--- src/rtl/rk4_pkg.sv ---
package rk4_pkg;

	// fixed field widths of the block's ports
	localparam int IO_WIDTH   = 48;
	localparam int STEP_WIDTH = 47;
	localparam int CFG_DATA_W = 64;
	localparam int ADDR_W     = 5;

	localparam int DEF_WORD_WIDTH = 48;
	localparam int DEF_FRAC_BITS  = 40;

	// multiplier consumes this many bits of its second operand per cycle
	localparam int MUL_CHUNK  = 16;
	// divide-by-six unit retires this many quotient bits per cycle
	localparam int DIV_DIGITS = 4;

	localparam logic [1:0] REG_STEP  = 2'd0;
	localparam logic [1:0] REG_DAMP  = 2'd1;
	localparam logic [1:0] REG_STIFF = 2'd2;

	localparam logic MODE_LOAD = 1'b0;
	localparam logic MODE_STEP = 1'b1;

	localparam logic [STEP_WIDTH-1:0]      STEP_RST  = 47'd109951;
	localparam logic signed [IO_WIDTH-1:0] DAMP_RST  = 48'sd549755813888;
	localparam logic signed [IO_WIDTH-1:0] STIFF_RST = 48'sd137438953472;

	typedef struct packed {
		logic [STEP_WIDTH-1:0]      step;
		logic signed [IO_WIDTH-1:0] damp;
		logic signed [IO_WIDTH-1:0] stiff;
	} cfg_t;

	typedef struct packed {
		logic busy;
		logic done;
	} unit_stat_t;

	typedef enum logic [1:0] {
		MUL_IDLE,
		MUL_RUN,
		MUL_SIGN,
		MUL_ROUND
	} mul_state_t;

	typedef enum logic [1:0] {
		DIV_IDLE,
		DIV_RUN,
		DIV_SIGN
	} div_state_t;

	typedef enum logic [3:0] {
		SEQ_IDLE,
		SEQ_MUL_K,
		SEQ_MUL_C1,
		SEQ_MUL_C2,
		SEQ_MUL_L,
		SEQ_MID,
		SEQ_DIV_U,
		SEQ_DIV_V,
		SEQ_OUT
	} seq_state_t;

endpackage

--- src/rtl/rk4_div6.sv ---
module rk4_div6 #(
	parameter int SW = 51
) (
	input  logic                  clk,
	input  logic                  arst_n,
	input  logic                  start,
	input  logic signed [SW-1:0]  s,
	output rk4_pkg::unit_stat_t   stat,
	output logic signed [SW-1:0]  q
);
	import rk4_pkg::*;

	localparam int NDIG = (SW + DIV_DIGITS - 1) / DIV_DIGITS;
	localparam int MW   = NDIG * DIV_DIGITS;
	localparam int CW   = (NDIG > 1) ? $clog2(NDIG) : 1;

	div_state_t state_q, state_d;

	logic [MW-1:0]          m_q;
	logic [2:0]             rem_q;
	logic                   neg_q;
	logic [CW-1:0]          cnt_q;
	logic signed [SW-1:0]   q_q;
	logic                   done_q;

	logic [SW-1:0]          s_u, mag_in, quo;
	logic [3:0]             r;
	logic [DIV_DIGITS-1:0]  qd;

	// |s| + 3 so that the floor quotient rounds ties away from zero
	assign s_u    = s;
	assign mag_in = s[SW-1] ? (~s_u + SW'(4)) : (s_u + SW'(3));
	assign quo    = m_q[SW-1:0];

	always_comb begin
		r  = {1'b0, rem_q};
		qd = '0;
		for (int i = 0; i < DIV_DIGITS; i++) begin
			r = {r[2:0], m_q[MW-1-i]};
			if (r >= 4'd6) begin
				r = r - 4'd6;
				qd[DIV_DIGITS-1-i] = 1'b1;
			end
		end
	end

	assign stat.busy = (state_q != DIV_IDLE);
	assign stat.done = done_q;
	assign q         = q_q;

	always_ff @(posedge clk or negedge arst_n) begin
		if (!arst_n) begin
			state_q <= DIV_IDLE;
		end else begin
			state_q <= state_d;
		end
	end

	always_comb begin
		state_d = state_q;
		unique case (state_q)
			DIV_IDLE: if (start) state_d = DIV_RUN;
			DIV_RUN:  if (cnt_q == '0) state_d = DIV_SIGN;
			DIV_SIGN: state_d = DIV_IDLE;
			default:  state_d = DIV_IDLE;
		endcase
	end

	always_ff @(posedge clk or negedge arst_n) begin
		if (!arst_n) begin
			done_q <= 1'b0;
			cnt_q  <= '0;
		end else begin
			done_q <= (state_q == DIV_SIGN);
			if (state_q == DIV_IDLE && start) begin
				cnt_q <= CW'(NDIG - 1);
			end else if (state_q == DIV_RUN) begin
				cnt_q <= cnt_q - 1'b1;
			end
		end
	end

	// dividend shifts out the top while quotient bits shift in at the bottom
	always_ff @(posedge clk) begin
		unique case (state_q)
			DIV_IDLE: begin
				if (start) begin
					m_q   <= MW'(mag_in);
					rem_q <= '0;
					neg_q <= s[SW-1];
				end
			end
			DIV_RUN: begin
				m_q   <= {m_q[MW-DIV_DIGITS-1:0], qd};
				rem_q <= r[2:0];
			end
			DIV_SIGN: q_q <= neg_q ? (~quo + 1'b1) : quo;
			default:  ;
		endcase
	end

endmodule
--- config.mk ---
export PLATFORM = sky130hd
export DESIGN_NAME = rk4_div6
export DESIGN_NICKNAME = d
export VERILOG_FILES = /design/src/rtl/rk4_pkg.sv /design/src/rtl/rk4_div6.sv
export SDC_FILE = /design/constraint.sdc
export NUM_CORES = 1
export LEC_CHECK = 0
export BUFFER_PORTS_ARGS = -buffer_cell sky130_fd_sc_hd__buf_2
export CAP_MARGIN = 20
export CORE_MARGIN = 4
export CORE_UTILIZATION = 45
export CTS_BUF_LIST = sky130_fd_sc_hd__clkbuf_4 sky130_fd_sc_hd__clkbuf_8
export DETAILED_ROUTE_END_ITERATION = 6
export PLACE_DENSITY = 0.79
export SLEW_MARGIN = 10
export SYNTH_ARGS = -nofsm -noshare
export SYNTH_HDL_FRONTEND = slang
export SYNTH_SLANG_ARGS = --single-unit
--- constraint.sdc ---
create_clock -name clk -period 3.56 [get_ports clk]
set_clock_uncertainty 0.15 [all_clocks]
set_input_delay 0.712 -clock clk [delete_from_list [all_inputs] [get_ports clk]]
set_output_delay 0.712 -clock clk [all_outputs]
set_load 0.005 [all_outputs]
* After elaboration in Yosys (flattened, before gate mapping)
Cells that the tools add are included.
** Storage, ports and cells
- Bits of input ports :: 54
- Bits in registers :: 114
- Word-level logic and storage cells :: 53
** Cells by class
- Bitwise gates (word level) :: 2
- Add/subtract/negate cells :: 8
- Magnitude comparators :: 4
- Reductions and logical operators :: 9
- Multiplexer cells :: 19
- Eq/ne operators :: 4
** Operator list (count)
- $pmux W52 S2 :: 1
- $mux W51 :: 2
- $not A51 Y51 :: 2
- $mux W52 :: 1
- $add A51 B1 Y51 const B :: 1
- $add A51 B2 Y51 const B :: 1
- $add A51 B3 Y51 const B :: 1
- $ge A4 B3 Y1 const B :: 4
- $mux W3 :: 5
- $sub A3 B3 Y3 const B :: 4
- $mux W4 :: 2
- $pmux W3 S2 :: 1
- $reduce_and A2 Y1 :: 3
- $reduce_bool A2 Y1 :: 3
- $logic_not A4 Y1 :: 1
- $mux W1 :: 4
- $mux W2 :: 2
- $ne A2 B2 Y1 const B :: 2
- $pmux W2 S2 :: 1
- $sub A4 B1 Y4 const B :: 1
- $eq A2 B1 Y1 const B :: 1
- $eq A2 B2 Y1 const B :: 1
- $logic_not A2 Y1 :: 1
- $logic_and A1 B1 Y1 :: 1

* Depth between registers and ports, before layout
- Word-level depth :: 9
- Depth in mapped cells :: 9
- Depth with buffers taken out :: 8

* Worst setup path after synthesis
Ideal clock, no wire load.
- Path kind :: register to register
- From :: reg state_q[0]
- To :: reg q_q[0], in the netlist q[0], enable pin
- Clock period less this slack :: 3.321 ns
- Cell stages (with the launch flop) :: 2
- Arrival time :: 2.704 ns
- Required time :: 2.943 ns
- Buffers on the path :: 0
- Library setup time :: 0.467 ns
- Path slack :: 0.239 ns
- Path through :: dfrtp_1 > nor2b_1
** On the way
- Cells in the longest elaborated chain, start to end :: 1
** RTL lines
- start: declaration :: line rk4_div6.sv:17 : div_state_t state_q, state_d;
- start signal: assignment :: line rk4_div6.sv:55 : state_q <= state_d;
- $eq A2 B2 Y1 :: line rk4_div6.sv:85 : unique case (state_q)
- end signal: assignment :: line rk4_div6.sv:97 : DIV_SIGN: q_q <= neg_q ? (~quo + 1'b1) : quo;
- end: declaration :: line rk4_div6.sv:23 : logic signed [SW-1:0] q_q;
Every way passes these cells.
A chain may end at the register's enable or synchronous reset.

* Worst setup path after layout
- From :: reg m_q[10]
- To :: reg q_q[34], in the netlist q[34] (data pin)
** On the way
- Cells in the longest elaborated chain, start to end :: 3
** RTL lines
- start: declaration :: line rk4_div6.sv:19 : logic [MW-1:0] m_q;
- start signal: assignment :: line rk4_div6.sv:88 : m_q <= MW'(mag_in);
- start signal: assignment :: line rk4_div6.sv:94 : m_q <= {m_q[MW-DIV_DIGITS-1:0], qd};
- $not A51 Y51 :: line rk4_div6.sv:97
- $add A51 B1 Y51 :: line rk4_div6.sv:97
- $mux W51 :: line rk4_div6.sv:97
Every way passes these cells.

==> impl_metrics.json <==
{
  "status": "completed",
  "yosys_warnings": 0,
  "drt_iter0_drc": 946,
  "utilization_pct": 54.1,
  "hold_buffers": 1,
  "worstRegToRegCells": 6,
  "crit_path_frequent_cell": "or4_4",
  "final.period_utilization_pct": 87.5,
  "synthesis.instances": 778,
  "fin_nets": 941,
  "grt_max_degree": 52,
  "place_ws_ns": 0.476,
  "numPortBuffers": 106,
  "die-width_um": 136,
  "critPathTopFamily": "simple AND/OR/NAND/NOR gates",
  "die_h_um": 136,
  "ctsResizeCount": 0,
  "critPathMaxStageDelay_ns": 0.56,
  "rsz0062_at_grt": "false",
  "path_cells": "or4_4 > or4_4 > or2_0 > or3_1 > o41ai_2 > xnor2_1",
  "cp-startpoint": "m_q[10]$_DFFE_PP_",
  "required_ns": 3.58,
  "hold_end": "cnt_q[1]$_DFFE_PN0P_",
  "rows": 46,
  "hpwl_um": 15900,
  "hold_depth": 2,
  "vias": 6598,
  "synth.avg_cell_area_um2": 9.53,
  "powerDensity_nw_per_um2": 665,
  "first_pass_iters": 6,
  "dp_cells": 1078,
  "final.setup.tns_ns": 0,
  "vias_per_cell": 5.94,
  "start_kind": "flop",
  "final-seq-area_um2": 3390,
  "critPathBufInv": 0,
  "r2r_slack_ns": 0.44,
  "cts_max_level": 4,
  "drcViolationCount": 0,
  "clk_latency_ns": 0.43,
  "core_um2": 16000,
  "setup_viol": 0,
  "layout-drive-gt1-share_pct": 20.4,
  "slew_viol_final": 0,
  "cts_tree": "done",
  "setup_ws_ns": 0.445,
  "worst_pin_slew_ns": 0.944,
  "gp_congestion": 0.986,
  "final_hold_viol_count": 0,
  "synth_area_um2": 7420,
  "cts_buffers": 17,
  "p_leak_nw": 3.07,
  "cts_setup_buffers": 0,
  "synth-seq-area-share_pct": 45.7,
  "synth_flop_cell": "edfxtp_1",
  "grt_use_total_pct": 22.4,
  "cts-root-buf": "clkbuf_8",
  "synthDistinctLibCells": 62,
  "antenna_found_initial": 0,
  "ys_seq_elements": 114,
  "fillCellCount": 1466,
  "path_clk_slew_ns": 0.08,
  "hold_start": "cnt_q[1]$_DFFE_PN0P_",
  "cp.arrival_ns": 3.14,
  "cts_num_sinks": 114,
  "grt_pass1_wl_um": 32300,
  "crit_path_end_kind": "flop",
  "synth.net_count": 837,
  "overflow": 0,
  "path_max_fanout": 7,
  "cts_buffer_depth": 2,
  "path_class": "reg -> reg",
  "ys_async_sr_fraction_pct": 6.14,
  "die_area_um2": 18600,
  "antenna_left": 0,
  "antennaDiodeCount": 0,
  "drt-total-wl_um": 20600,
  "synth-edff-count": 107,
  "fin_crit_ns": 3.12,
  "r2r-start": "m_q[10]$_DFFE_PP_",
  "wl_per_cell_um": 18.5,
  "grt_pass1_vias": 5987,
  "area_growth_pct": 16.8,
  "power_w": 0.00576,
  "start_util_pct": 46.4,
  "mostFrequentLayoutCells": "edfxtp_1 (107), buf_2 (106), nand2_1 (78)",
  "hp-class": "reg -> reg",
  "vdd.ir_drop.worst_mv": 0.269,
  "stdcell_count": 1111,
  "mostFrequentLayoutCell": "edfxtp_1",
  "io_pins": 107,
  "fmax_ghz": 0.321,
  "slew_headroom_pct": 36.9,
  "multi_input_area_um2": 3770,
  "r2r_end": "q[34]$_DFFE_PP_",
  "slowest_stage": "or4_4",
  "maxCapViolCount": 0
}
## report_power, final
part	internal (W)	total (W)	switching (W)
Clock	0.000705	0.00121	0.000501
Sequential	0.00219	0.00275	0.000562
Combinational	0.000774	0.00181	0.00103
## layer usage
layer | part of all wire (%) | GRT usage, % | wire (um) | vias up
met4 | 1.9 | 6.55 | 399 | 0
li1 | - | - | - | 3152
met2 | 45 | 34.8 | 9190 | 354
met1 | 43 | 32.4 | 8960 | 3058
met3 | 10 | 3.77 | 2060 | 34
met5 | 0 | 0 | 0 | -
## final cells by class
class                      instances  area share [%]
inverter                          21           0.910
timing repair buffer             134            8.73
sequential                       114            39.1
clock inverter                    12            1.62
multi-input combinational        594            43.5
clock buffer                      20            2.96
tap                              216            3.12
## Yosys cell counts, types with 21 or more instances
cell type | count | area share (%)
nand2_1 | 79 | 4.0
o31ai_1 | 21 | 2.1
nor3_1 | 26 | 1.8
a21oi_1 | 30 | 2.0
xnor2_1 | 76 | 9.0
nand3_1 | 24 | 1.6
clkbuf_1 | 42 | 2.1
inv_1 | 21 | 1.1
o21ai_0 | 74 | 5.0
edfxtp_1 | 107 | 43
nor2_1 | 39 | 2.0
nand4_1 | 22 | 1.9
## worst max path at each step
stage                             end  slack [ns]  cells past startpoint
floorplan              q[0]$_DFFE_PP_        0.24                      1
global placement    m_q[40]$_DFFE_PP_        0.50                      8
detailed placement    q[30]$_DFFE_PP_        0.48                      6
CTS                   q[34]$_DFFE_PP_        0.46                      6
global route          q[47]$_DFFE_PP_        0.20                      6
finish                q[34]$_DFFE_PP_        0.44                      6
## cell families (layout without fill, tap and decap cells)
kind of cell             count (synthesis)  in the layout  share of synthesized area (%)
flip-flops                             114            114                           45.7
AND/OR/NAND/NOR                        301            301                           21.7
buffers and inverters                   70            187                           3.73
adder cells (fa/ha/maj)                  5              5                          0.843
XOR/XNOR                                90             90                           10.6
multiplexers                             2              2                          0.287
AO/OA/AOI/OAI                          196            196                           17.2
## worst reg2reg max path: stages (launching register included)
cell,delay [ns]
edfxtp_1,0.45
or4_4,0.56
or4_4,0.55
or2_0,0.39
or3_1,0.40
o41ai_2,0.25
xnor2_1,0.11
## stage by stage
stage	hold WS, ns	cell area [um^2]
floorplan	0.266	7420
global placement	0.358	8250
detailed placement	0.362	8250
CTS	0.384	8660
global route	0.414	8660
finish	0.388	8660
## sequential cells by signal (all words and copies together) (netlist names)
| register | flops |
|---|---|
| m_q | 52 |
| rem_q | 3 |
| done_q | 1 |
| q | 51 |
| neg_q | 1 |
| state_q | 2 |
| cnt_q | 4 |
(Power assumes the default switching activity.)
