$ cat src/rtl/rk4_pkg.sv
package rk4_pkg;

	// fixed field widths of the block's ports
	localparam int IO_WIDTH   = 48;
	localparam int STEP_WIDTH = 47;
	localparam int CFG_DATA_W = 64;
	localparam int ADDR_W     = 5;

	localparam int DEF_WORD_WIDTH = 48;
	localparam int DEF_FRAC_BITS  = 40;

	// multiplier consumes this many bits of its second operand per cycle
	localparam int MUL_CHUNK  = 16;
	// divide-by-six unit retires this many quotient bits per cycle
	localparam int DIV_DIGITS = 4;

	localparam logic [1:0] REG_STEP  = 2'd0;
	localparam logic [1:0] REG_DAMP  = 2'd1;
	localparam logic [1:0] REG_STIFF = 2'd2;

	localparam logic MODE_LOAD = 1'b0;
	localparam logic MODE_STEP = 1'b1;

	localparam logic [STEP_WIDTH-1:0]      STEP_RST  = 47'd109951;
	localparam logic signed [IO_WIDTH-1:0] DAMP_RST  = 48'sd549755813888;
	localparam logic signed [IO_WIDTH-1:0] STIFF_RST = 48'sd137438953472;

	typedef struct packed {
		logic [STEP_WIDTH-1:0]      step;
		logic signed [IO_WIDTH-1:0] damp;
		logic signed [IO_WIDTH-1:0] stiff;
	} cfg_t;

	typedef struct packed {
		logic busy;
		logic done;
	} unit_stat_t;

	typedef enum logic [1:0] {
		MUL_IDLE,
		MUL_RUN,
		MUL_SIGN,
		MUL_ROUND
	} mul_state_t;

	typedef enum logic [1:0] {
		DIV_IDLE,
		DIV_RUN,
		DIV_SIGN
	} div_state_t;

	typedef enum logic [3:0] {
		SEQ_IDLE,
		SEQ_MUL_K,
		SEQ_MUL_C1,
		SEQ_MUL_C2,
		SEQ_MUL_L,
		SEQ_MID,
		SEQ_DIV_U,
		SEQ_DIV_V,
		SEQ_OUT
	} seq_state_t;

endpackage

$ cat src/rtl/rk4_mul.sv
module rk4_mul #(
	parameter int OPW       = 48,
	parameter int FRAC_BITS = 40
) (
	input  logic                      clk,
	input  logic                      arst_n,
	input  logic                      start,
	input  logic signed [OPW-1:0]     a,
	input  logic signed [OPW-1:0]     b,
	output rk4_pkg::unit_stat_t       stat,
	output logic signed [2*OPW:0]     r
);
	import rk4_pkg::*;

	localparam int PW  = 2 * OPW + 1;
	localparam int NCH = (OPW + MUL_CHUNK - 1) / MUL_CHUNK;
	localparam int BW  = NCH * MUL_CHUNK;
	localparam int CW  = (NCH > 1) ? $clog2(NCH) : 1;
	localparam int AW  = BW + OPW;
	localparam logic signed [PW-1:0] RND = {{(PW-1){1'b0}}, 1'b1} << (FRAC_BITS - 1);

	mul_state_t state_q, state_d;

	logic [OPW-1:0]           ma_q;
	logic [BW-1:0]            mb_q;
	logic [AW-1:0]            acc_q;
	logic                     neg_q;
	logic [CW-1:0]            cnt_q;
	logic signed [PW-1:0]     p_q;
	logic signed [PW-1:0]     r_q;
	logic                     done_q;

	logic [OPW-1:0]           abs_a, abs_b;
	logic [OPW+MUL_CHUNK-1:0] part;
	logic [PW-1:0]            mag;
	logic signed [PW-1:0]     rsum;

	assign abs_a = a[OPW-1] ? (~a + 1'b1) : a;
	assign abs_b = b[OPW-1] ? (~b + 1'b1) : b;
	assign part  = ma_q * mb_q[BW-1 -: MUL_CHUNK];
	assign mag   = acc_q[PW-1:0];
	assign rsum  = p_q + RND;

	assign stat.busy = (state_q != MUL_IDLE);
	assign stat.done = done_q;
	assign r         = r_q;

	always_ff @(posedge clk or negedge arst_n) begin
		if (!arst_n) begin
			state_q <= MUL_IDLE;
		end else begin
			state_q <= state_d;
		end
	end

	always_comb begin
		state_d = state_q;
		unique case (state_q)
			MUL_IDLE:  if (start) state_d = MUL_RUN;
			MUL_RUN:   if (cnt_q == '0) state_d = MUL_SIGN;
			MUL_SIGN:  state_d = MUL_ROUND;
			MUL_ROUND: state_d = MUL_IDLE;
			default:   state_d = MUL_IDLE;
		endcase
	end

	always_ff @(posedge clk or negedge arst_n) begin
		if (!arst_n) begin
			done_q <= 1'b0;
			cnt_q  <= '0;
		end else begin
			done_q <= (state_q == MUL_ROUND);
			if (state_q == MUL_IDLE && start) begin
				cnt_q <= CW'(NCH - 1);
			end else if (state_q == MUL_RUN) begin
				cnt_q <= cnt_q - 1'b1;
			end
		end
	end

	// magnitude product, MSB chunk of b first, then sign and rounding
	always_ff @(posedge clk) begin
		unique case (state_q)
			MUL_IDLE: begin
				if (start) begin
					ma_q  <= abs_a;
					mb_q  <= BW'(abs_b);
					acc_q <= '0;
					neg_q <= a[OPW-1] ^ b[OPW-1];
				end
			end
			MUL_RUN: begin
				acc_q <= (acc_q << MUL_CHUNK) + AW'(part);
				mb_q  <= mb_q << MUL_CHUNK;
			end
			MUL_SIGN:  p_q <= neg_q ? (~mag + 1'b1) : mag;
			MUL_ROUND: r_q <= rsum >>> FRAC_BITS;
			default:   ;
		endcase
	end

endmodule

$ cat config.mk
export PLATFORM = sky130hd
export DESIGN_NAME = rk4_mul
export DESIGN_NICKNAME = d
export VERILOG_FILES = /design/src/rtl/rk4_pkg.sv /design/src/rtl/rk4_mul.sv
export SDC_FILE = /design/constraint.sdc
export NUM_CORES = 2
export LEC_CHECK = 0
export BUFFER_PORTS_ARGS = -buffer_cell sky130_fd_sc_hd__buf_2
export CAP_MARGIN = 20
export CORE_MARGIN = 4
export CORE_UTILIZATION = 35
export DETAILED_ROUTE_END_ITERATION = 8
export MAX_ROUTING_LAYER = met4
export PLACE_DENSITY = 0.57
export SLEW_MARGIN = 40
export SYNTH_ARGS = -nofsm -noshare
export SYNTH_HDL_FRONTEND = slang
export SYNTH_SLANG_ARGS = --single-unit
$ cat constraint.sdc
create_clock -name clk -period 11.35 [get_ports clk]
set_input_delay 1.7025 -clock clk [delete_from_list [all_inputs] [get_ports clk]]
set_output_delay 1.7025 -clock clk [all_outputs]
set_load 0.02 [all_outputs]
# Word-level counts from Yosys, hierarchy flattened
# Index checks and enable logic that the tools add are counted.
[classes]
n_bitwise = 4
n_div = 0
n_reduce_logical = 9
shifts = 0
n_lt_le_gt_ge = 0
mul = 1
n_addsub = 6
muxes = 12
eq_ne = 5
[op_table]
columns = ["operator", "count"]
rows = [
  ["96-bit case mux with 2 select lines", 1],
  ["97-bit by 1-bit adder with 97-bit output, second input constant", 1],
  ["97-bit by 41-bit adder with 97-bit output, second input constant", 1],
  ["97-bit two-way mux", 1],
  ["97-bit inverter", 1],
  ["48-bit by 1-bit adder with 48-bit output, second input constant", 2],
  ["96-bit by 64-bit adder with 96-bit output", 1],
  ["48-bit two-way mux", 2],
  ["96-bit two-way mux", 1],
  ["48-bit inverter", 2],
  ["48-bit case mux with 2 select lines", 1],
  ["48-bit by 16-bit multiplier with 64-bit output", 1],
  ["47-bit two-way mux", 1],
  ["2-bit two-way mux", 4],
  ["2-bit case mux with 4 select lines", 1],
  ["2-bit AND reduction", 3],
  ["2-bit nonzero test", 3],
  ["2-bit equality test, second input constant", 2],
  ["2-bit zero test", 2],
  ["2-bit inequality test, second input constant", 2],
  ["2-bit by 1-bit equality test with 1-bit output, second input constant", 1],
  ["2-bit by 1-bit subtractor with 2-bit output, second input constant", 1],
  ["1-bit logical AND", 1],
  ["1-bit XOR", 1],
]
[word_totals]
ram_bits = 0
mem_bits_ro = 0
mem_count = 0
elab_cells = 47
inputBits = 99
latchBits = 0
reg_bits = 352
output_inout_bits = 99

# Depth between registers and ports, before layout
[depth]
word_depth = 5
depth_mapped = 25
depth_no_buf = 23

# Least setup slack after synthesis
# Ideal clock, no wire load.
[synth_path]
kind = "reg2reg"
startpoint = "reg state_q[1]"
endpoint = "reg acc_q[0] (enable)"
arrival_ns = 11.389
period_less_slack_ns = 12.236
slack_ns = -0.886
stages_incl_launch_ff = 7
path_buffers = 2
t_required_ns = 10.503
setup_ns = 0.847
path_cell_list = "dfrtp_1 -> inv_1 -> ha_1 -> clkbuf_1 -> clkinv_1 -> clkbuf_1 -> o21ai_0"
[synth_between]
elab_chain_cells = 3
word_cells_on_any_way = 5
classes_between = "eq/ne: 2; reduce/logical: 3"
[synth_rtl]
columns = ["element", "line_no", "rtl"]
rows = [
  ["from (decl)", "rk4_mul.sv:22", "mul_state_t state_q, state_d;"],
  ["from (signal assigned)", "rk4_mul.sv:52", "state_q <= state_d;"],
  ["2-bit by 1-bit equality test with 1-bit output / 2-bit zero test (equally long branches)", "rk4_mul.sv:83", "unique case (state_q)"],
  ["2-bit nonzero test (no source line) / 2-bit inequality test (equally long branches)", "--", ""],
  ["2-bit AND reduction (no source line) *", "--", ""],
  ["to (signal assigned)", "rk4_mul.sv:93", "acc_q <= (acc_q << MUL_CHUNK) + AW'(part);"],
  ["to (decl)", "rk4_mul.sv:26", "logic [AW-1:0] acc_q;"],
]
# Every way passes the cells marked *; elsewhere a longest branch is shown, timed or not.
# A chain may end at the register's enable or synchronous reset.

# Worst setup path in the final report
[layout_path]
startpoint = "reg mb_q[45]"
endpoint = "reg acc_q[80], data pin"
[layout_between]
elab_chain_cells = 3
[layout_rtl]
columns = ["element", "line_no", "rtl"]
rows = [
  ["from (decl)", "rk4_mul.sv:25", "logic [BW-1:0] mb_q;"],
  ["from (signal assigned)", "rk4_mul.sv:87", "mb_q <= BW'(abs_b);"],
  ["from (signal assigned)", "rk4_mul.sv:94", "mb_q <= mb_q << MUL_CHUNK;"],
  ["48-bit by 16-bit multiplier with 64-bit output", "rk4_mul.sv:40", "assign part = ma_q * mb_q[BW-1 -: MUL_CHUNK];"],
  ["96-bit by 64-bit adder with 96-bit output", "rk4_mul.sv:93", ""],
  ["96-bit case mux with 2 select lines", "rk4_mul.sv:83", ""],
]
# Every way passes these cells.

==> results.yml <==
status:
  status: "finished clean"
timing:
  setup_tns_ps: 0
  tightest_slew_ps: 904.3
  relSlewSlack_pct: 39.71
  setup_viol: 0
  period_minus_slack_ps: 7973
  hold_viol: 0
  clock_skew_ps: 61.75
  slew_viol_final: 0
  fin_crit_sh_pct: 70.24
  grt_setup_unrepaired: "false"
  max_freq_mhz: 125.4
worst_setup_path:
  crit_path_start_kind: "register"
  path_max_fanout: 26
  worstPathRequired_ps: 11710
  cp.arrival_ps: 8330
  regToRegSetupSlack_ps: 3380
  cp-end-kind: "register"
  critPathKind: "reg2reg"
clocking:
  cts_setup_buffers: 0
  clockBufferDepth: 3
  cts-htree-levels: 2
  cts_resized: 0
  root_buffer: "clkbuf_16"
  clkLatencyLatePin_ps: 640
  cts_tree: "done"
  cts_sinks: 313
  clkTransAtPathRegs_ps: 70
  cts_buffers: 41
  hold_buffers: 0
floorplanning:
  die_w_um: 353.5
  fp.dieH_um: 353.5
  row_count: 126
  start_util_pct: 35.34
  dieArea_mm2: 0.1250
  core-area_mm2: 0.1182
  io_pins: 198
drt:
  final_antenna_net_count: 0
  drt-total-wl_um: 122200
  wl_per_cell_um: 20.17
  drcViolationCount: 0
  viasPerCell: 5.072
  drt_iter0_markers: 2219
  dr.pass1.iters: 5
  num_vias: 30720
place:
  portBuffers: 197
  gp_congestion: 0.9378
  dp.final_hpwl_um: 93760
layout:
  drive_above_1_share_pct: 7.725
  nFillCells: 11930
  fin_util_pct: 38.42
  multi_input_area_mm2: 0.02807
  areaGrowthSynthToFinish_pct: 8.720
  seqCellArea_mm2: 0.009374
  finalNetCount: 5435
synthesis:
  synth_common_cells: "862 x inv_1, 699 x nand2_1, 690 x fa_1"
  synthesis.instances: 4462
  yosys-top-cells-area: "fa_1 33%, edfxtp_1 22%, inv_1 7.7%"
  seq_area_frac_synth_pct: 22.44
  synth_cell_types: 71
  yosysTopAreaCellShare_pct: 33.06
  syn-cell-area_mm2: 0.04178
  ys_warn_count: 0
  synth_top_cell_by_area: "fa_1"
  synth-seq-cells: 313
  asyncSetResetFlopFracSynth_pct: 1.597
  ys.flop_type: "edfxtp_1"
  post_synth.cell_area_avg_um2: 9.364
  synth_edf_count: 308
  synth.most_common_cell: "inv_1"
  syn_nets: 5411
grt:
  track_usage_pct: 20.40
  grt_overflow: 0
  grt_pass1_vias: 33040
  antenna_found_initial: 6
  grt_max_degree: 78
  grt_pass1_wl_um: 193200
hold_path:
  hold_path.class: "reg2reg"
job:
  maxCapViolCount: 0
==> metal layers <==
metal / up-vias / track usage, % / part of all wire [%]
met2: 1003 / 32.28 / 46
met1: 15620 / 26.92 / 44
met3: 193 / 3.761 / 7.2
li1: 13900 / - / -
met4: 0 / 5.802 / 2.9
met5: - / - / 0
==> cells by family after synthesis <==
family / Yosys count / synth area share (%)
DFF: 313 / 22.44
xor gates and xnor gates: 264 / 5.534
AOI/OAI and AO/OA: 444 / 6.570
buffers and inverters: 1126 / 10.53
and+or+nand+nor: 1448 / 16.66
adders and majority gates: 850 / 37.85
muxes: 17 / 0.4192
==> stage by stage <==
step | setup WS, ps | instances | instance area [µm²] | hold slack, ps
final | 3377 | 6056 | 45420 | 522.5
after global routing | 2918 | 6056 | 45420 | 550.7
after global placement | 3190 | 5962 | 43790 | 506.9
after floorplan | 3002 | 4462 | 41780 | 482.3
after CTS | 3151 | 6048 | 45330 | 525.2
after detailed placement | 3170 | 5973 | 43940 | 511.1
==> registers in the layout (all words and copies together) (netlist names) <==
name,flops
acc_q,96
cnt_q,2
done_q,1
ma_q,48
mb_q,48
neg_q,1
p_q,58
r,57
state_q,2
==> layout make-up <==
| class | instances | area share [%] |
|---|---|---|
| Antenna cell | 2 | 0.01102 |
| Timing Repair Buffer | 244 | 3.146 |
| Inverter | 863 | 7.131 |
| Multi-Input combinational cell | 3023 | 61.79 |
| Tap cell | 1536 | 4.231 |
| Clock inverter | 30 | 0.7602 |
| Clock buffer | 45 | 2.292 |
| Sequential cell | 313 | 20.64 |
==> worst max-delay path, cell delays in order (launching register included) <==
cell       delay [ps]
edfxtp_1          660
buf_8             220
buf_4             330
and2_1            200
fa_1              440
fa_1              520
fa_1              520
fa_1              540
fa_1              540
inv_1              50
fa_1              550
inv_1              50
ha_1              380
nand2_1           130
or3_1             390
a2111oi_0         540
o21ai_0           420
o41ai_1           610
nor2_1            250
o22ai_1           240
mux2i_1           110
==> worst paths after layout <==
kind                             endpoint  cells past startpoint      from
worst max-delay path            acc_q[80]                     20  mb_q[45]
worst min-delay path             mb_q[28]                      2  mb_q[12]
worst max register to register  acc_q[80]                     20  mb_q[45]
worst min register to register   mb_q[28]                      2  mb_q[12]
max in group asynchronous        cnt_q[1]                      1    arst_n
min in group asynchronous          done_q                      1    arst_n
==> layout by cell type (no fill, tap or decap), types with 78 or more instances in the layout <==
| cell | n |
|---|---|
| edfxtp_1 | 308 |
| nor2_1 | 151 |
| xnor2_1 | 186 |
| a21oi_1 | 119 |
| fa_1 | 690 |
| and2_1 | 273 |
| buf_2 | 196 |
| inv_1 | 861 |
| o21ai_0 | 141 |
| nand2_1 | 699 |
| xor2_1 | 78 |
| ha_1 | 157 |
Power is not shown: default switching activity piles up to over one toggle a cycle in this logic, so the estimate is an artifact.
