<file path="src/rtl/rk4_pkg.sv">
package rk4_pkg;

	// fixed field widths of the block's ports
	localparam int IO_WIDTH   = 48;
	localparam int STEP_WIDTH = 47;
	localparam int CFG_DATA_W = 64;
	localparam int ADDR_W     = 5;

	localparam int DEF_WORD_WIDTH = 48;
	localparam int DEF_FRAC_BITS  = 40;

	// multiplier consumes this many bits of its second operand per cycle
	localparam int MUL_CHUNK  = 16;
	// divide-by-six unit retires this many quotient bits per cycle
	localparam int DIV_DIGITS = 4;

	localparam logic [1:0] REG_STEP  = 2'd0;
	localparam logic [1:0] REG_DAMP  = 2'd1;
	localparam logic [1:0] REG_STIFF = 2'd2;

	localparam logic MODE_LOAD = 1'b0;
	localparam logic MODE_STEP = 1'b1;

	localparam logic [STEP_WIDTH-1:0]      STEP_RST  = 47'd109951;
	localparam logic signed [IO_WIDTH-1:0] DAMP_RST  = 48'sd549755813888;
	localparam logic signed [IO_WIDTH-1:0] STIFF_RST = 48'sd137438953472;

	typedef struct packed {
		logic [STEP_WIDTH-1:0]      step;
		logic signed [IO_WIDTH-1:0] damp;
		logic signed [IO_WIDTH-1:0] stiff;
	} cfg_t;

	typedef struct packed {
		logic busy;
		logic done;
	} unit_stat_t;

	typedef enum logic [1:0] {
		MUL_IDLE,
		MUL_RUN,
		MUL_SIGN,
		MUL_ROUND
	} mul_state_t;

	typedef enum logic [1:0] {
		DIV_IDLE,
		DIV_RUN,
		DIV_SIGN
	} div_state_t;

	typedef enum logic [3:0] {
		SEQ_IDLE,
		SEQ_MUL_K,
		SEQ_MUL_C1,
		SEQ_MUL_C2,
		SEQ_MUL_L,
		SEQ_MID,
		SEQ_DIV_U,
		SEQ_DIV_V,
		SEQ_OUT
	} seq_state_t;

endpackage

</file>
<file path="src/rtl/rk4_apb_regs.sv">
module rk4_apb_regs (
	input  logic                            clk,
	input  logic                            arst_n,
	input  logic                            psel,
	input  logic                            penable,
	input  logic                            pwrite,
	input  logic [rk4_pkg::ADDR_W-1:0]      paddr,
	input  logic [rk4_pkg::CFG_DATA_W-1:0]  pwdata,
	output logic [rk4_pkg::CFG_DATA_W-1:0]  prdata,
	output logic                            pready,
	output rk4_pkg::cfg_t                   cfg
);
	import rk4_pkg::*;

	cfg_t       cfg_q;
	logic [1:0] idx;
	logic       wr_en;

	assign idx    = paddr[ADDR_W-1:3];
	assign wr_en  = psel && penable && pwrite;
	assign pready = 1'b1;
	assign cfg    = cfg_q;

	always_ff @(posedge clk or negedge arst_n) begin
		if (!arst_n) begin
			cfg_q.step  <= STEP_RST;
			cfg_q.damp  <= DAMP_RST;
			cfg_q.stiff <= STIFF_RST;
		end else if (wr_en) begin
			unique case (idx)
				REG_STEP:  cfg_q.step  <= pwdata[STEP_WIDTH-1:0];
				REG_DAMP:  cfg_q.damp  <= pwdata[IO_WIDTH-1:0];
				REG_STIFF: cfg_q.stiff <= pwdata[IO_WIDTH-1:0];
				default:   ;
			endcase
		end
	end

	always_comb begin
		unique case (idx)
			REG_STEP:  prdata = CFG_DATA_W'(cfg_q.step);
			REG_DAMP:  prdata = CFG_DATA_W'(cfg_q.damp);
			REG_STIFF: prdata = CFG_DATA_W'(cfg_q.stiff);
			default:   prdata = '0;
		endcase
	end

endmodule

</file>
<file path="config.mk">
export PLATFORM = sky130hd
export DESIGN_NAME = rk4_apb_regs
export DESIGN_NICKNAME = d
export VERILOG_FILES = /design/src/rtl/rk4_pkg.sv /design/src/rtl/rk4_apb_regs.sv
export SDC_FILE = /design/constraint.sdc
export NUM_CORES = 1
export LEC_CHECK = 0
export BUFFER_PORTS_ARGS = -buffer_cell sky130_fd_sc_hd__clkbuf_2
export CAP_MARGIN = 20
export CORE_AREA = 3 3 128 130
export DETAILED_ROUTE_END_ITERATION = 8
export DIE_AREA = 0 0 131 133
export HOLD_SLACK_MARGIN = 0.15
export PLACE_DENSITY = 0.75
export SLEW_MARGIN = 20
export SYNTH_ARGS = -nofsm -noshare
export SYNTH_HDL_FRONTEND = slang
export SYNTH_SLANG_ARGS = --single-unit
</file>
<file path="constraint.sdc">
create_clock -name clk -period 3.1 [get_ports clk]
set_clock_uncertainty 0.05 [all_clocks]
set_input_delay 0.62 -clock clk [delete_from_list [all_inputs] [get_ports clk]]
set_output_delay 0.62 -clock clk [all_outputs]
set_load 0.03 [all_outputs]
</file>
# After elaboration in Yosys (flattened, before gate mapping)
# Cells that the tools add are included.
[classes]
n_eq_ne = 2
n_mux = 1
reduce_logical = 6
[ops]
columns = ["op", "n"]
rows = [
  ["case mux 64 bit (3 select lines)", 1],
  ["AND reduction 2 bit", 3],
  ["== test 2 x 1 -> 1 bit (second input constant)", 1],
  ["== test 2 bit (second input constant)", 1],
  ["logical AND 1 bit", 2],
  ["logical NOT 2 bit", 1],
]
[word_totals]
reg_bits = 143
inputBits = 74
out_inout_bits = 208
elab_cells = 12

# Depth between registers and ports, before layout
# Gate-level depths: netlist of the first run.
[depth]
ltp_word = 3
mapped_depth = 6

# Worst setup path after synthesis of the first run
# OpenSTA, ideal clock, no wires.
[synth_timing]
path_kind = "input to output"
from = "input paddr[3] (netlist name)"
to = "output prdata[48] (netlist name)"
arrival_ps = 3224
required_time_ps = 2430
slack_ps = -794
path_stages = 6
cell_sequence = "buf_2 > buf_2 > buf_2 > nand2_1 > o21ai_0 > buf_4"
[synth_between]
elab_chain_cells = 2
word_cells_on_any_way = 4
[synth_rtl]
columns = ["item", "line_no", "text"]
rows = [
  ["from (decl)", "rk4_apb_regs.sv:7", "input logic [rk4_pkg::ADDR_W-1:0] paddr,"],
  ["== test 2 bit (tied with other cells)", "rk4_apb_regs.sv:40", "unique case (idx)"],
  ["case mux 64 bit (3 select lines) *", "rk4_apb_regs.sv:40", ""],
  ["to (decl)", "rk4_apb_regs.sv:9", "output logic [rk4_pkg::CFG_DATA_W-1:0] prdata,"],
]
# Mark *: on every way between the ends. The rest lies on a longest branch, timed or not.

# Final worst setup path of the first run
[layout_timing]
from = "input paddr[3] (netlist name)"
to = "output prdata[36] (netlist name)"
# Same word-level chain as after synthesis.

==> out/metrics.csv, run 1 <==
metric,value,unit
ys_ff_latch,143,
path_max_fanout,19,
nNetsFinal,805,
dr.pass1.iters,4,
status,finished clean,
fp.dieH,133,um
grt_usage,20.0,%
hold_viol_final,0,
core,0.0153,mm^2
clk_latency,0.41,ns
synth_top_area_share,49.2,%
grt_antenna_before_repair,0,
r2r_cells,1,
startpoint_type,input pin,
whs_path_depth,2,
initial_core_util,42.7,%
grt_remaining_overflow,0,
io_pins,282,
drive_gt1_share,62.8,%
synth_fp_nets,558,
worstPathCellList,"buf_4, nor2b_4, buf_4, nand2_1, o21ai_0, clkbuf_2",
p_switching,0.00292,W
seq_area_frac_synth,55.2,%
grt_max_degree,58,
tns,0,ns
grt_pass1_vias,5154,
dpl_cell_area,0.00797,mm^2
htreeDepth,4,
grt_pass1_wl,27300,um
p_total,0.00750,W
hold_path.class,in2reg,
cap_violations,0,
end_kind,primary output,
report.final.setup_viol,0,
p_per_area,872,mW/mm^2
drc,0,
p_int,0.00458,W
p_leak,4.35,nW
yosysWarnings,0,
p_comb_share,35.4,%
r2r_end,cfg[40],
crit_type,in2out,
clk_pin_slew,0.05,ns
syn-cell-area,0.00651,mm^2
wl_per_cell,18.2,um
dr.first_iter.drc_count,125,
syn2layout_area_growth,32.0,%
ir_drop,0.438,mV
clockBufferDepth,2,
max_stage_delay,0.31,ns
whs_endpoint,cfg[47],
fin_crit_sh,83.0,%
power.share.sequential,36.2,%
synth_cells,484,
worstMarginPinSlew,0.585,ns
layout_commonest_cell,clkbuf_2,
routabilityCongestion,0.791,
cp.required,2.43,ns
fill_cells,1236,
clkSinkCount,143,
timing.rr.start,cfg[40],
path_common_cell,buf_4,
cts_tree,yes,
timing.fmax,389,MHz
slew_violations,0,
crit_path_top_delay_cell,buf_4,
hp-start,pwdata[47],
ff2ff_setup_slack,2.23,ns
hpwl,12500,um
yosys.area.top_type,dfrtp_1,
p_clk_share,28.4,%
port_buffers,261,
root_buffer,clkbuf_16,
chipWidth,131,um
dieArea,0.0174,mm^2
design_area,0.00860,mm^2
ys_top_cells_by_area,"dfrtp_1 49%, mux2_2 21%, mux2i_1 7.2%",
diodes,0,
cts_setup_buffers,0,
antenna_left,0,
largest_register_ff_count,143,
layout_common_cells,"259 x clkbuf_2, 128 x dfrtp_1, 123 x mux2_2",
utilization,56.3,%
sw_frac_of_total,39.0,%
rsz0062_at_grt,no,
cp.arrival,1.90,ns
dp_slack,0.499,ns
avgSynthCellArea,13.5,um^2
fin_crit,2.57,ns
rows,45,
slew_headroom,61.0,%
synth_cell_type_count,18,
routed_wirelength,17400,um
cts_made_buffers,17,
dr_total_vias,4908,
worst_slack,0.528,ns
vias_per_cell,5.14,
## worst max-delay path: cells and delay by family
family	cells	cell delay (ns)
AO/OA/AOI/OAI	1	0.11
AND/OR/NAND/NOR	2	0.38
buffers and inverters	3	0.77
## power groups by stage
| stage | Clock [W] | Sequential, W | Combinational, W |
|---|---|---|---|
| 6_report | 0.00213 | 0.00272 | 0.00265 |
| 5_1_grt | 0.00227 | 0.00277 | 0.00281 |
| 4_1_cts | 0.00219 | 0.00271 | 0.00268 |
| 3_5_place_dp | 0 | 0.00274 | 0.00267 |
| 3_3_place_gp | 0 | 0.00269 | 0.00263 |
| 2_1_floorplan | 0 | 0.00354 | 0.000988 |
## layout make-up
cell class / instances / area, um^2 / area share, %
Clock buffer: 21 / 450 / 5.24
Clock inverter: 11 / 166 / 1.94
Multi-Input combinational cell: 293 / 2640 / 30.7
Sequential cell: 143 / 3600 / 41.8
Tap cell: 211 / 264 / 3.07
Timing Repair Buffer: 276 / 1480 / 17.2
## cells in the mapped netlist
cell	count
mux2_2	123
dfstp_2	15
or3b_1	1
buf_6	3
clkbuf_1	7
nand3_1	1
nor3b_1	1
buf_2	16
nand2_1	49
conb_1	1
dfrtp_1	128
o21ai_0	48
buf_4	20
nor2b_1	1
mux2_4	20
buf_1	2
nor3_1	1
mux2i_1	47
## stage by stage
stage / std cells / hold WS (ns)
3_3_place_gp: 922 / 0.465
6_report: 955 / 0.411
3_5_place_dp: 922 / 0.470
4_1_cts: 955 / 0.384
5_1_grt: 955 / 0.399
2_1_floorplan: 484 / 0.274
## metal layers
metal,wire [um],up-vias,share of wire [%],GRT usage (%)
met5,0,-,0,0
met1,6930,2482,40,23.6
li1,-,2182,-,-
met2,8760,224,50,34.1
met4,227,0,1.3,6.69
met3,1500,20,8.6,6.38
## how the worst max path moves through the flow
stage / startpoint / end / slack, ns
floorplan: paddr[3] / prdata[48] / 0.18
detailed placement: paddr[3] / prdata[36] / 0.50
finish: paddr[3] / prdata[36] / 0.53
global route: paddr[3] / prdata[36] / 0.43
global placement: paddr[3] / prdata[36] / 0.52
CTS: paddr[3] / prdata[36] / 0.50
## cells by family (layout without fill, tap and decap cells)
logic type      after synthesis  in the layout  synth area share (%)
compound gates               48             48                  3.69
buf+inv                      48            308                  4.57
mux                         190            190                  33.1
simple gates                 54             54                  3.32
other cells                   1              1                0.0576
flops                       143            143                  55.2
## what timing repair did
| item | CTS | global route |
|---|---|---|
| hold buffers | 1 | 0 |
| hold endpoints to repair | 52 | 0 |
| gates resized for setup | 0 | 0 |
No activity file was read; power rests on OpenSTA's default activity.
==> run 2, diff against run 1 <==
--- a/config.mk
+++ b/config.mk
@@ -7,9 +7,9 @@
 export LEC_CHECK = 0
 export BUFFER_PORTS_ARGS = -buffer_cell sky130_fd_sc_hd__clkbuf_2
 export CAP_MARGIN = 20
-export CORE_AREA = 3 3 128 130
+export CORE_AREA = 3 3 125 127
 export DETAILED_ROUTE_END_ITERATION = 8
-export DIE_AREA = 0 0 131 133
+export DIE_AREA = 0 0 128 130
 export HOLD_SLACK_MARGIN = 0.15
 export PLACE_DENSITY = 0.75
 export SLEW_MARGIN = 20
==> constraint.sdc (replaced) <==
create_clock -name clk -period 2.6 [get_ports clk]
set_clock_uncertainty 0.05 [all_clocks]
set_input_delay 0.52 -clock clk [delete_from_list [all_inputs] [get_ports clk]]
set_output_delay 0.52 -clock clk [all_outputs]
set_load 0.03 [all_outputs]
==> run 2 against run 1 <==
Effect of this change: largest power group unchanged; clock power rose by 30%; combinational power rose by 19%; total power rose by 22%; via count fell by 0.77%; cell count fell by 2.7%.
==> out/metrics.csv, run 2 (synthesis results as in run 1) <==
metric,value,unit,change
vias_per_cell,5.24,,+2.0%
cts_setup_buffers,0,,unchanged
dieArea,0.0166,mm^2,-4.5%
met1_length,7020,um,+1.3%
worstPathCellList,"buf_4, buf_12, mux2i_1, o21ai_0, clkbuf_2",,
slew_headroom,35.8,%,-25 points
clkSinkCount,143,,unchanged
grt_pass1_vias,5043,,-2.2%
wl_met3,1290,um,-14%
fin_crit,2.33,ns,
wl_per_cell,18.6,um,+1.8%
fin_crit_sh,89.5,%,
timing.fmax,430,MHz,
whs_path_depth,2,,unchanged
ff2ff_setup_slack,1.72,ns,-0.51 ns
startpoint_type,input pin,,
crit_type,in2out,,
dr_total_vias,4870,,-0.77%
worstMarginPinSlew,0.962,ns,+0.378 ns
grt_remaining_overflow,0,,unchanged
diodes,0,,unchanged
drive_gt1_share,62.8,%,about the same
clk_pin_slew,0.05,ns,about the same
dp_slack,0.271,ns,-0.228 ns
dr.pass1.iters,4,,unchanged
hold_path.class,in2reg,,
hpwl,12000,um,-3.3%
met2WireLength,8680,um,-0.90%
nNetsFinal,806,,+0.12%
clk_latency,0.41,ns,about the same
status,finished clean,,
cts_made_buffers,17,,unchanged
routed_wirelength,17200,um,-1.0%
p_per_area,1060,mW/mm^2,+22%
rows,44,,-2.2%
drc,0,,unchanged
rsz0062_at_grt,no,,
layout_common_cells,"259 x clkbuf_2, 128 x dfrtp_1, 123 x mux2_2",,
cap_violations,0,,unchanged
core,0.0145,mm^2,-4.7%
largest_register_ff_count,143,,unchanged
ir_drop,0.497,mV,+13%
chipWidth,128,um,-2.3%
max_stage_delay,0.32,ns,about the same
cts.repair.resized,0,,unchanged
crit_path_top_delay_cell,buf_4,,
fp.dieH,130,um,-2.3%
routabilityCongestion,0.829,,+4.8%
dr.first_iter.drc_count,230,,+84%
path_max_fanout,29,,+10
report.final.setup_viol,0,,unchanged
io_pins,282,,unchanged
port_buffers,261,,unchanged
critical-path-top-delay-family,buffers and inverters,,
worst_slack,0.273,ns,-0.254 ns
crit_buf_inv,3,,unchanged
layout_commonest_cell,clkbuf_2,,
grt_max_degree,73,,+26%
end_kind,primary output,,
cp.required,2.03,ns,-0.40 ns
htreeDepth,4,,unchanged
clockBufferDepth,2,,unchanged
hold_viol_final,0,,unchanged
syn2layout_area_growth,32.8,%,
tns,0,ns,unchanged
grt_pass1_wl,27100,um,-0.73%
cp.depth,5,,-1
r2r_cells,1,,unchanged
initial_core_util,44.8,%,+2.1 points
slew_violations,0,,unchanged
p_leak,4.39,nW,+0.94%
cts_tree,yes,,
highest_layer,met4,,
root_buffer,clkbuf_16,,
antenna_left,0,,unchanged
grt_antenna_before_repair,0,,unchanged
grt_usage,21.0,%,+0.97 points
cp.arrival,1.76,ns,-0.14 ns
[run 2: cell types whose count changed in the layout (fill, tap and decap cells not counted), sizes merged]
cell      before  now
buf           16   17
bufinv         4    6
clkbuf       280  281
clkinv         4    3
clkinvlp       3    1
[run 2: power breakdown]
group          switching [W]  leakage, nW  internal, W
combinational        0.00212         2.34      0.00104
sequential          0.000451         1.73      0.00279
clock               0.000913        0.325      0.00185
[run 2: through the flow]
stage / cells / util, % / hold WS [ns] / area [um^2] / total power (W)
2_1_floorplan: 484 / - / 0.174 / 6520 / 0.00540
3_3_place_gp: 896 / 54.8 / 0.463 / 7970 / 0.00635
3_5_place_dp: 896 / 54.8 / 0.472 / 7970 / 0.00645
4_1_cts: 929 / 59.5 / 0.285 / 8650 / 0.00925
5_1_grt: 929 / 59.5 / 0.298 / 8650 / 0.00958
6_report: 929 / 59.5 / 0.308 / 8650 / 0.00917
[run 2: what timing repair did]
item	in CTS	in global routing
endpoints found under the setup margin	0	0
endpoints found under the hold margin	61	0
hold buffers	1	0
[run 2: final timing paths]
check	startpoint	endpoint
worst max-delay path	paddr[3]	prdata[26]
worst min-delay path	pwdata[47]	cfg[95]
worst max register to register	cfg[92]	cfg[92]
worst min register to register	cfg[126]	cfg[126]
max in group asynchronous	arst_n	cfg[112]
min in group asynchronous	arst_n	cfg[81]
[run 2: final cells by class]
class | instances | area (um^2)
clock buffer | 22 | 464
clock inverter | 10 | 210
fill | 1170 | 5880
multi-input combinational | 293 | 2650
sequential | 143 | 3600
tap | 184 | 230
timing repair buffer | 277 | 1500
[run 2: per-layer routing]
layer  global-route usage (%)  vias up
li1                         -     2184
met3                     6.47       19
met5                        0        -
met4                     6.99        0
met2                     36.3      207
met1                     25.0     2460
